==> src/rtl/rlebgr_pkg.sv <==
`timescale 1ns / 1ps

package rlebgr_pkg;

   // byte phase within a control word or a color word
   localparam logic [1:0] PH_CTL_LO = 2'd0;
   localparam logic [1:0] PH_CTL_HI = 2'd1;
   localparam logic [1:0] PH_COL_LO = 2'd2;
   localparam logic [1:0] PH_COL_HI = 2'd3;

   // frame status codes
   localparam logic [2:0] ERR_NONE     = 3'd0;
   localparam logic [2:0] ERR_TRUNC    = 3'd1;
   localparam logic [2:0] ERR_OVERFLOW = 3'd2;
   localparam logic [2:0] ERR_SHORT    = 3'd3;
   localparam logic [2:0] ERR_TRAIL    = 3'd4;

   typedef struct packed {
      logic [1:0]  phase;
      logic [7:0]  low_latch;
      logic        fill_mode;
      logic [15:0] literal_left;
      logic [2:0]  first_error;
   } state_type;

   typedef struct packed {
      logic        pixel_write;
      logic [15:0] pixel_index;
      logic [15:0] run_count;
      logic [7:0]  red;
      logic [7:0]  green;
      logic [7:0]  blue;
      logic        frame_end;
      logic        frame_ok;
      logic [2:0]  error_code;
   } result_type;

   // 5-bit to 8-bit component expansion by bit replication
   function automatic logic [7:0] expand5(input logic [4:0] c);
      return {c, c[4:2]};
   endfunction

endpackage

==> src/rtl/rle_bgr555_frame_decoder_core.sv <==
`timescale 1ns / 1ps

// channel | direction | tdata (low bit up)                       | tuser        | tlast
// req     | in        | data_byte[7:0]                           | -            | last_byte
// rsp     | out       | pixel_index[15:0] run_count[31:16]       | pixel_write  | frame_end
//         |           | red[39:32] green[47:40] blue[55:48]      |              |
//         |           | frame_ok[56] error_code[59:57] zero[63:60]|             |
//
// One byte transaction in, one result transaction out: the decode
// step is a single combinational pass from the frame state registers into the
// result register, so a new byte is taken every cycle while rsp is drained.
// rsp turns valid in the cycle after req accepts the byte.
// Reset (synchronous, active high) clears the frame state and empties rsp.
// A stalled rsp holds its result and drops req_tready until it is taken.

module rle_bgr555_frame_decoder_core #(
   parameter int SCREEN_PIXELS = 57344
) (
   input  logic        clock,
   input  logic        reset,
   input  logic        req_tvalid,
   output logic        req_tready,
   input  logic [7:0]  req_tdata,   // data_byte[7:0]
   input  logic        req_tlast,
   output logic        rsp_tvalid,
   input  logic        rsp_tready,
   output logic [63:0] rsp_tdata,   // pixel_index, run_count, red, green, blue,
                                    // frame_ok, error_code, zero fill
   output logic        rsp_tuser,   // pixel_write
   output logic        rsp_tlast
);

   localparam int PD_W  = $clog2(SCREEN_PIXELS + 1);
   localparam int CNT_W = (PD_W > 17) ? PD_W : 17;

   rlebgr_pkg::state_type  state_ff;
   rlebgr_pkg::state_type  state_in;
   logic [CNT_W-1:0]       pixels_ff;   // pixels written so far in this frame
   logic [CNT_W-1:0]       pixels_in;
   rlebgr_pkg::result_type step_result;
   rlebgr_pkg::result_type rsp_result;
   logic                   space;
   logic                   accept;

   assign req_tready = space;
   assign accept     = req_tvalid && space;

   rlebgr_step #(
      .SCREEN_PIXELS(SCREEN_PIXELS)
   ) u_step (
      .state_cur (state_ff),
      .pixels_cur(pixels_ff),
      .data_byte (req_tdata),
      .last_byte (req_tlast),
      .state_nxt (state_in),
      .pixels_nxt(pixels_in),
      .result    (step_result)
   );

   // frame state advances only on an accepted byte
   always_ff @(posedge clock) begin
      if (reset) begin
         state_ff  <= '0;
         pixels_ff <= '0;
      end else if (accept) begin
         state_ff  <= state_in;
         pixels_ff <= pixels_in;
      end
   end

   rlebgr_rsp_reg u_rsp_reg (
      .clock    (clock),
      .reset    (reset),
      .load     (accept),
      .load_data(step_result),
      .space    (space),
      .rsp_valid(rsp_tvalid),
      .rsp_ready(rsp_tready),
      .rsp_data (rsp_result)
   );

   assign rsp_tdata = {4'b0000,
                       rsp_result.error_code,
                       rsp_result.frame_ok,
                       rsp_result.blue,
                       rsp_result.green,
                       rsp_result.red,
                       rsp_result.run_count,
                       rsp_result.pixel_index};
   assign rsp_tuser = rsp_result.pixel_write;
   assign rsp_tlast = rsp_result.frame_end;

endmodule

==> src/rtl/rlebgr_step.sv <==
`timescale 1ns / 1ps

module rlebgr_step #(
   parameter int SCREEN_PIXELS = 57344,
   localparam int PD_W  = $clog2(SCREEN_PIXELS + 1),
   localparam int CNT_W = (PD_W > 17) ? PD_W : 17
) (
   input  rlebgr_pkg::state_type  state_cur,
   input  logic [CNT_W-1:0]       pixels_cur,
   input  logic [7:0]             data_byte,
   input  logic                   last_byte,
   output rlebgr_pkg::state_type  state_nxt,
   output logic [CNT_W-1:0]       pixels_nxt,
   output rlebgr_pkg::result_type result
);

   localparam logic [CNT_W-1:0] SCREEN = CNT_W'(SCREEN_PIXELS);

   logic [15:0]      run_len;
   logic [CNT_W-1:0] room;
   logic [15:0]      lit_dec;
   logic [15:0]      color;

   assign run_len = {1'b0, data_byte[6:0], state_cur.low_latch} + 16'd1;
   assign room    = SCREEN - pixels_cur;
   assign lit_dec = state_cur.literal_left - 16'd1;
   assign color   = {data_byte, state_cur.low_latch};

   always_comb begin
      state_nxt  = state_cur;
      pixels_nxt = pixels_cur;
      result     = '0;

      if (state_cur.first_error == rlebgr_pkg::ERR_NONE) begin
         case (state_cur.phase)
            rlebgr_pkg::PH_CTL_LO: begin
               if (pixels_cur >= SCREEN) begin
                  state_nxt.first_error = rlebgr_pkg::ERR_TRAIL;
               end else begin
                  state_nxt.low_latch = data_byte;
                  state_nxt.phase     = rlebgr_pkg::PH_CTL_HI;
               end
            end
            rlebgr_pkg::PH_CTL_HI: begin
               if (CNT_W'(run_len) > room) begin
                  state_nxt.first_error = rlebgr_pkg::ERR_OVERFLOW;
               end else begin
                  state_nxt.fill_mode    = data_byte[7];
                  state_nxt.literal_left = run_len;
                  state_nxt.phase        = rlebgr_pkg::PH_COL_LO;
               end
            end
            rlebgr_pkg::PH_COL_LO: begin
               state_nxt.low_latch = data_byte;
               state_nxt.phase     = rlebgr_pkg::PH_COL_HI;
            end
            rlebgr_pkg::PH_COL_HI: begin
               result.pixel_write = 1'b1;
               result.pixel_index = pixels_cur[15:0];
               result.red         = rlebgr_pkg::expand5(color[4:0]);
               result.green       = rlebgr_pkg::expand5(color[9:5]);
               result.blue        = rlebgr_pkg::expand5(color[14:10]);
               if (state_cur.fill_mode) begin
                  result.run_count       = state_cur.literal_left;
                  pixels_nxt             = pixels_cur + CNT_W'(state_cur.literal_left);
                  state_nxt.literal_left = '0;
                  state_nxt.phase        = rlebgr_pkg::PH_CTL_LO;
               end else begin
                  result.run_count       = 16'd1;
                  pixels_nxt             = pixels_cur + CNT_W'(1);
                  state_nxt.literal_left = lit_dec;
                  state_nxt.phase        = (lit_dec != 16'd0) ? rlebgr_pkg::PH_COL_LO
                                                              : rlebgr_pkg::PH_CTL_LO;
               end
            end
            default: begin
               state_nxt = state_cur;
            end
         endcase
      end

      // last byte: settle frame status, then back to the idle frame state
      if (last_byte) begin
         if (state_nxt.first_error == rlebgr_pkg::ERR_NONE) begin
            if (state_nxt.phase != rlebgr_pkg::PH_CTL_LO) begin
               state_nxt.first_error = rlebgr_pkg::ERR_TRUNC;
            end else if (pixels_nxt != SCREEN) begin
               state_nxt.first_error = rlebgr_pkg::ERR_SHORT;
            end
         end
         result.frame_end  = 1'b1;
         result.error_code = state_nxt.first_error;
         result.frame_ok   = (state_nxt.first_error == rlebgr_pkg::ERR_NONE);
         state_nxt         = '0;
         pixels_nxt        = '0;
      end
   end

endmodule

==> src/rtl/rlebgr_rsp_reg.sv <==
`timescale 1ns / 1ps

module rlebgr_rsp_reg (
   input  logic                   clock,
   input  logic                   reset,
   input  logic                   load,
   input  rlebgr_pkg::result_type load_data,
   output logic                   space,
   output logic                   rsp_valid,
   input  logic                   rsp_ready,
   output rlebgr_pkg::result_type rsp_data
);

   logic                   valid_ff;
   logic                   valid_in;
   rlebgr_pkg::result_type data_ff;

   // full register may be refilled in the cycle it drains
   assign space    = !valid_ff || rsp_ready;
   assign valid_in = load || (valid_ff && !rsp_ready);

   always_ff @(posedge clock) begin
      if (reset) begin
         valid_ff <= 1'b0;
      end else begin
         valid_ff <= valid_in;
      end
   end

   always_ff @(posedge clock) begin
      if (load) begin
         data_ff <= load_data;
      end
   end

   assign rsp_valid = valid_ff;
   assign rsp_data  = data_ff;

endmodule

==> config.mk <==
export PLATFORM = sky130hd
export DESIGN_NAME = rle_bgr555_frame_decoder_core
export DESIGN_NICKNAME = d
export VERILOG_FILES = /design/src/rtl/rlebgr_pkg.sv /design/src/rtl/rle_bgr555_frame_decoder_core.sv /design/src/rtl/rlebgr_step.sv /design/src/rtl/rlebgr_rsp_reg.sv
export SDC_FILE = /design/constraint.sdc
export NUM_CORES = 1
export LEC_CHECK = 0
export ABC_AREA = 1
export BUFFER_PORTS_ARGS = -buffer_cell sky130_fd_sc_hd__buf_4
export CAP_MARGIN = 20
export CORE_MARGIN = 10
export CORE_UTILIZATION = 45
export DETAILED_ROUTE_END_ITERATION = 10
export PLACE_DENSITY = 0.69
export SLEW_MARGIN = 30
export SYNTH_ARGS = -nofsm -noshare
export SYNTH_HDL_FRONTEND = slang
export SYNTH_SLANG_ARGS = --single-unit
==> constraint.sdc <==
create_clock -name clock -period 9.35 [get_ports clock]
set_input_delay 1.87 -clock clock [delete_from_list [all_inputs] [get_ports clock]]
set_output_delay 1.87 -clock clock [all_outputs]
set_load 0.01 [all_outputs]
# Word level (Yosys, flattened, before mapping)
# Cells that the tools add are included.
[totals]
register_bits = 110
in_bits = 13
out_inout_bits = 68
elab_cells = 78
[classes]
add_sub_neg = 5
n_lt_le_gt_ge = 2
eq_ne = 7
muxes = 26
n_reduce_logical = 21
[op_table]
columns = ["operator", "n"]
rows = [
  ["$mux 17", 5],
  ["$mux 30", 2],
  ["$mux 57", 1],
  ["$mux 16", 2],
  ["$pmux 16 s2", 1],
  ["$mux 3", 6],
  ["$add 17x1->17 const B", 1],
  ["$add 17x16->17", 1],
  ["$ge 17x16->1 const B", 1],
  ["$gt 16x17->1", 1],
  ["$ne 17x16->1 const B", 1],
  ["$sub 16x17->17 const A", 1],
  ["$add 15x1->16 const B", 1],
  ["$pmux 8 s2", 1],
  ["$reduce_bool 16->1", 1],
  ["$sub 16x1->16 const B", 1],
  ["$reduce_and 4->1", 3],
  ["$mux 10", 1],
  ["$logic_not 3->1", 3],
  ["$pmux 2 s4", 1],
  ["$mux 2", 3],
  ["$ne 3x3->1 const B", 2],
  ["$pmux 3 s2", 1],
  ["$reduce_bool 2->1", 3],
  ["12 further kinds", 17],
]

# Depth between registers and ports, before layout
[depth]
ltp_word = 12
ltp_mapped = 28
ltp_nobuf = 28

# Modules after synthesis
# A second synthesis with hierarchy kept.
[hier_totals]
hier_cells = 1215
hier_area_um2 = 8159.1
[modules_own_cells]
columns = ["module", "n_inst", "cells_per_inst", "area_per_inst_um2"]
rows = [
  ["rlebgr_step", 1, 843, 4291.6],
  ["rle_bgr555_frame_decoder_core", 1, 305, 1963.1],
  ["rlebgr_rsp_reg", 1, 67, 1904.3],
]

# Least setup slack after synthesis
# OpenSTA, ideal clock, no wires.
[synth_path]
path_type = "input to register"
startpoint = "input req_tdata[0]"
endpoint = "register u_rsp_reg.data_ff, in the netlist u_rsp_reg.rsp_data[3] (data pin)"
setup_time_ps = 251
t_arrival_ps = 3880
required_ps = 9099
slack_ps = 5219
cell_stages = 24
path_buffers = 0
path_cell_list = "inv_1 > nor2_1 > nand2_1 > nor3_1 > xor2_1 > inv_1 > ha_1 > inv_1 > nor3_1 > nand2_1 > nand2_1 > nand2_1 > nand2_1 > nand2_1 > nand2_1 > nand2_1 > nand2_2 > nand2_4 > nand2_1 > nand2_1 > nand3_1 > nand2_1 > nand2_1 > nor2_1"
[synth_via]
elab_chain_len = 10
word_cells_on_any_way = 14
classes_between = "add/sub (1); order compare (1); mux (9); reduce/logical (3)"
[synth_lines]
columns = ["item", "line_no", "text"]
rows = [
  ["from (decl)", "rle_bgr555_frame_decoder_core.sv:23", "input logic [7:0] req_tdata,"],
  ["$add 15x1->16 *", "rlebgr_step.sv:24", "assign run_len = {1'b0, data_byte[6:0], state_cur.low_latch} + 16'd1;"],
  ["$gt 16x17->1 *", "rlebgr_step.sv:45", "if (CNT_W'(run_len) > room) begin"],
  ["$mux 2 or $mux 3 (tied branches)", "rlebgr_step.sv:45", ""],
  ["$pmux 2 s4 or $pmux 3 s2 (tied branches)", "rlebgr_step.sv:35", "case (state_cur.phase)"],
  ["$mux 30 *", "rlebgr_step.sv:34", "if (state_cur.first_error == rlebgr_pkg::ERR_NONE) begin"],
  ["$reduce_bool 2->1 or $mux 3 (tied branches)", "rlebgr_step.sv:85, rlebgr_step.sv:87", ""],
  ["$mux 3", "rlebgr_step.sv:85", "if (state_nxt.phase != rlebgr_pkg::PH_CTL_LO) begin"],
  ["$mux 3 *", "rlebgr_step.sv:84", "if (state_nxt.first_error == rlebgr_pkg::ERR_NONE) begin"],
  ["$mux 3 *", "rlebgr_step.sv:83", "if (last_byte) begin"],
  ["$logic_not 3->1 *", "rlebgr_step.sv:93", "result.frame_ok = (state_nxt.first_error == rlebgr_pkg::ERR_NONE);"],
  ["to (signal assigned)", "rlebgr_rsp_reg.sv:32", "data_ff <= load_data;"],
  ["to (decl)", "rlebgr_rsp_reg.sv:16", "rlebgr_pkg::result_type data_ff;"],
]
# Mark *: on every way between the ends. The rest lies on a longest branch, timed or not. The select of a mux whose other input is x is not followed.
# A chain may end at the register's enable or synchronous reset.

# Final worst setup path
[layout_path]
startpoint = "input req_tdata[0]"
endpoint = "register state_ff[16] in the netlist's numbering"
[layout_via]
elab_chain_len = 5
word_cells_on_any_way = 8
classes_between = "add/sub (1); order compare (1); eq/ne (1); mux (4); reduce/logical (1)"
[layout_lines]
columns = ["item", "line_no", "text"]
rows = [
  ["$add 15x1->16 *", "rlebgr_step.sv:24", ""],
  ["parallel branches: the longest is 4 deep, another holds $gt 16x17->1", "-", ""],
  ["to (signal assigned)", "rle_bgr555_frame_decoder_core.sv:66", "state_ff <= state_in;"],
  ["to (decl)", "rle_bgr555_frame_decoder_core.sv:36", "rlebgr_pkg::state_type state_ff;"],
]
# Every way passes the cells marked *. The select of a mux whose other input is x is not followed.

==> metrics.csv <==
metric,value,unit
run_status,"complete, no violations",
route.antenna.remaining_nets,0,
globalplace.congestion,0.927,
max_cap_violations,0,
hold_class,flop to flop,
fmax,230,MHz
synth_cells,952,
peakVddDrop,121,uV
worst_skew_pair.late_latency,0.35,ns
power_density,145,nW/um2
skew,0.00761,ns
finalSetupViolCount,0,
synth_seq_cells,101,
synth_area,6840,um2
synth_enable_flop_cells,53,
drc,0,
place.port_buffers,76,
synth.top_cell.area_share,0.233,
overflow,0,
arrival_time_reported_for_the_critical_path_endpoint,4.61,ns
die_y,143,um
worstMarginPinSlew,0.966,ns
io_pins,81,
coreArea,14700,um2
wl_per_cell,15.6,um
grt_pass1_vias,6037,
htree_levels,3,
crit_path_max_fanout,18,
post-dp-hpwl,14200,um
post-cts-setup-buffer-count,0,
yosysWarningCount,0,
area.growth.synth_to_final,14.1,%
first_iter_violations,772,
grt_setup_unrepaired,false,
diodes,0,
grt_max_degree,60,
groute.usage.overall,0.182,
power_leakage,0.00374,uW
dr_total_vias,6288,
fin_setup_tns,0,ns
crit_required,9.62,ns
clock_tree.root_cell,sky130_fd_sc_hd__clkbuf_16,
slew_headroom,0.354,
crit_path_end_kind,flop,
most_area_consuming_cells_after_synthesis,"sky130_fd_sc_hd__edfxtp_1 (23%), sky130_fd_sc_hd__dfxtp_1 (14%), sky130_fd_sc_hd__nand2_1 (13%), sky130_fd_sc_hd__inv_1 (7.6%), sky130_fd_sc_hd__nor2_1 (7.5%)",
synth.largest_area_cell,sky130_fd_sc_hd__edfxtp_1,
hold_viol,0,
route.final.wire_length,18700,um
timing.final.max_slew_violations,0,
timing.critical_path.from_type,primary input,
drt-vias-per-instance,5.25,
ctsHoldBuffers,0,
postSynthAreaPerCell,7.18,um2
post-route-min-period,4.35,ns
synth_seq_area_share,0.373,
fp.dieW,143,um
clock_pin_slew_on_the_worst_setup_and_hold_paths,0.07,ns
grt_pass1_wl,30400,um
synth.most_common_cell,sky130_fd_sc_hd__nand2_1,
asr_flop_ratio_synth,0,
clock_path_buffers,2,
synth_cell_types,47,
crit_type,primary input to flop,
cts.repair.resized,0,
antenna_violations_before_repair,0,
detailedRoute.firstPassIterationCount,6,
cts_num_sinks,101,
ys_top_cells_by_count,"sky130_fd_sc_hd__nand2_1 (242), sky130_fd_sc_hd__inv_1 (138), sky130_fd_sc_hd__nor2_1 (137)",
drive_gt1_frac,0.114,
design.die.area,20500,um2
finalCritPeriodShare,0.465,
tritoncts,yes,
synth-main-ff-cell,sky130_fd_sc_hd__edfxtp_1,
power.total,1130,uW
initial_core_util,0.465,
fp-row-count,44,
tritoncts.num_buffers,9,
layout.nets,1059,
[placed cells by master, fill, tap and decap left out, types with 2 or more instances in the layout]
cell and count:
sky130_fd_sc_hd__mux2i_1 2, sky130_fd_sc_hd__ha_1 36, sky130_fd_sc_hd__dfxtp_1 48, sky130_fd_sc_hd__nand3b_1 2, sky130_fd_sc_hd__nand3_2 2, sky130_fd_sc_hd__inv_1 136, sky130_fd_sc_hd__inv_6 3, sky130_fd_sc_hd__edfxtp_1 53
sky130_fd_sc_hd__bufinv_16 3, sky130_fd_sc_hd__o22ai_1 5, sky130_fd_sc_hd__nor3_1 9, sky130_fd_sc_hd__nor2_1 137, sky130_fd_sc_hd__xnor2_1 8, sky130_fd_sc_hd__a21boi_0 2, sky130_fd_sc_hd__a211oi_1 10, sky130_fd_sc_hd__xor2_1 32
sky130_fd_sc_hd__buf_4 78, sky130_fd_sc_hd__a211oi_2 2, sky130_fd_sc_hd__o21ai_1 5, sky130_fd_sc_hd__o21ai_0 22, sky130_fd_sc_hd__a21oi_1 70, sky130_fd_sc_hd__nand2_2 6, sky130_fd_sc_hd__nand2_1 242, sky130_fd_sc_hd__and2_1 2
sky130_fd_sc_hd__nand4_1 14, sky130_fd_sc_hd__conb_1 4, sky130_fd_sc_hd__nand3_1 51, sky130_fd_sc_hd__clkbuf_16 9
[metrics by stage]
step / std cells / util / hold slack, ns / worst slack (ns) / instance area (um2)
final: 1198 / 0.531 / 0.490 / 5.00 / 7800
after floorplan: 955 / - / 0.463 / 5.22 / 6850
after detailed placement: 1182 / 0.507 / 0.479 / 4.71 / 7450
after CTS: 1198 / 0.530 / 0.491 / 5.04 / 7800
after global placement: 1182 / 0.507 / 0.476 / 4.78 / 7450
after global routing: 1198 / 0.531 / 0.518 / 4.65 / 7800
[per-layer routing]
layer | routed length [um] | part of all wire | vias up | track usage
met4 | 551 | 0.029 | 0 | 0.0699
met5 | 0 | 0 | - | 0
met2 | 8740 | 0.47 | 223 | 0.300
li1 | - | - | 3151 | -
met1 | 8250 | 0.44 | 2867 | 0.235
met3 | 1160 | 0.062 | 47 | 0.0265
[where the power goes]
part           internal [uW]  switching (uW)  total (uW)
clock network            265             176         441
logic                   65.1             118         183
registers                487            18.2         506
[critical path, cell delays in order]
cell	delay (ns)
sky130_fd_sc_hd__buf_4	0.10
sky130_fd_sc_hd__inv_1	0.07
sky130_fd_sc_hd__nor2_1	0.11
sky130_fd_sc_hd__nand2_1	0.10
sky130_fd_sc_hd__nor3_1	0.26
sky130_fd_sc_hd__xor2_1	0.17
sky130_fd_sc_hd__inv_1	0.08
sky130_fd_sc_hd__ha_1	0.30
sky130_fd_sc_hd__inv_1	0.06
sky130_fd_sc_hd__nor3_1	0.23
sky130_fd_sc_hd__nand2_1	0.09
sky130_fd_sc_hd__nand2_1	0.06
sky130_fd_sc_hd__nand2_1	0.05
sky130_fd_sc_hd__nand2_1	0.05
sky130_fd_sc_hd__nand2_1	0.04
sky130_fd_sc_hd__nand2_1	0.05
sky130_fd_sc_hd__nand2_1	0.07
sky130_fd_sc_hd__nand2_2	0.10
sky130_fd_sc_hd__nand2_4	0.07
sky130_fd_sc_hd__a21oi_4	0.43
sky130_fd_sc_hd__nor2_1	0.09
sky130_fd_sc_hd__a211oi_1	0.17
[layout make-up]
class                      count  area, um2
timing repair buffer          78        586
inverter                     140        529
tap                          184        230
clock inverter                 6        116
sequential                   101       2550
clock buffer                  10        229
multi-input combinational    679       3560
fill                        1415       6900
[path summary, 6_finish.rpt]
kind                                           startpoint                         to  slack, ns  depth (start not counted)
worst min register to register  pixels_ff[7]$_SDFFE_PP0P_  pixels_ff[7]$_SDFFE_PP0P_       0.49                          2
worst max register to register  state_ff[20]$_SDFFE_PP0P_  state_ff[16]$_SDFFE_PP0P_       5.53                         24
worst max-delay path                         req_tdata[0]  state_ff[16]$_SDFFE_PP0P_       5.00                         22
worst min-delay path            pixels_ff[7]$_SDFFE_PP0P_  pixels_ff[7]$_SDFFE_PP0P_       0.49                          2
[state kept, by name, summed over array words and instances (netlist names)]
| name | count |
|---|---|
| state_ff | 30 |
| u_rsp_reg.rsp_valid | 1 |
| pixels_ff | 17 |
| u_rsp_reg.rsp_data | 53 |
[cells by family after synthesis]
family	share of synthesized area
DFF	0.373
AOI/OAI and AO/OA	0.105
muxes	0.00293
buffers and inverters	0.108
xor gates and xnor gates	0.0512
and+or+nand+nor	0.290
adders and majority gates	0.0688
other	0.000549
(Power assumes the default switching activity.)
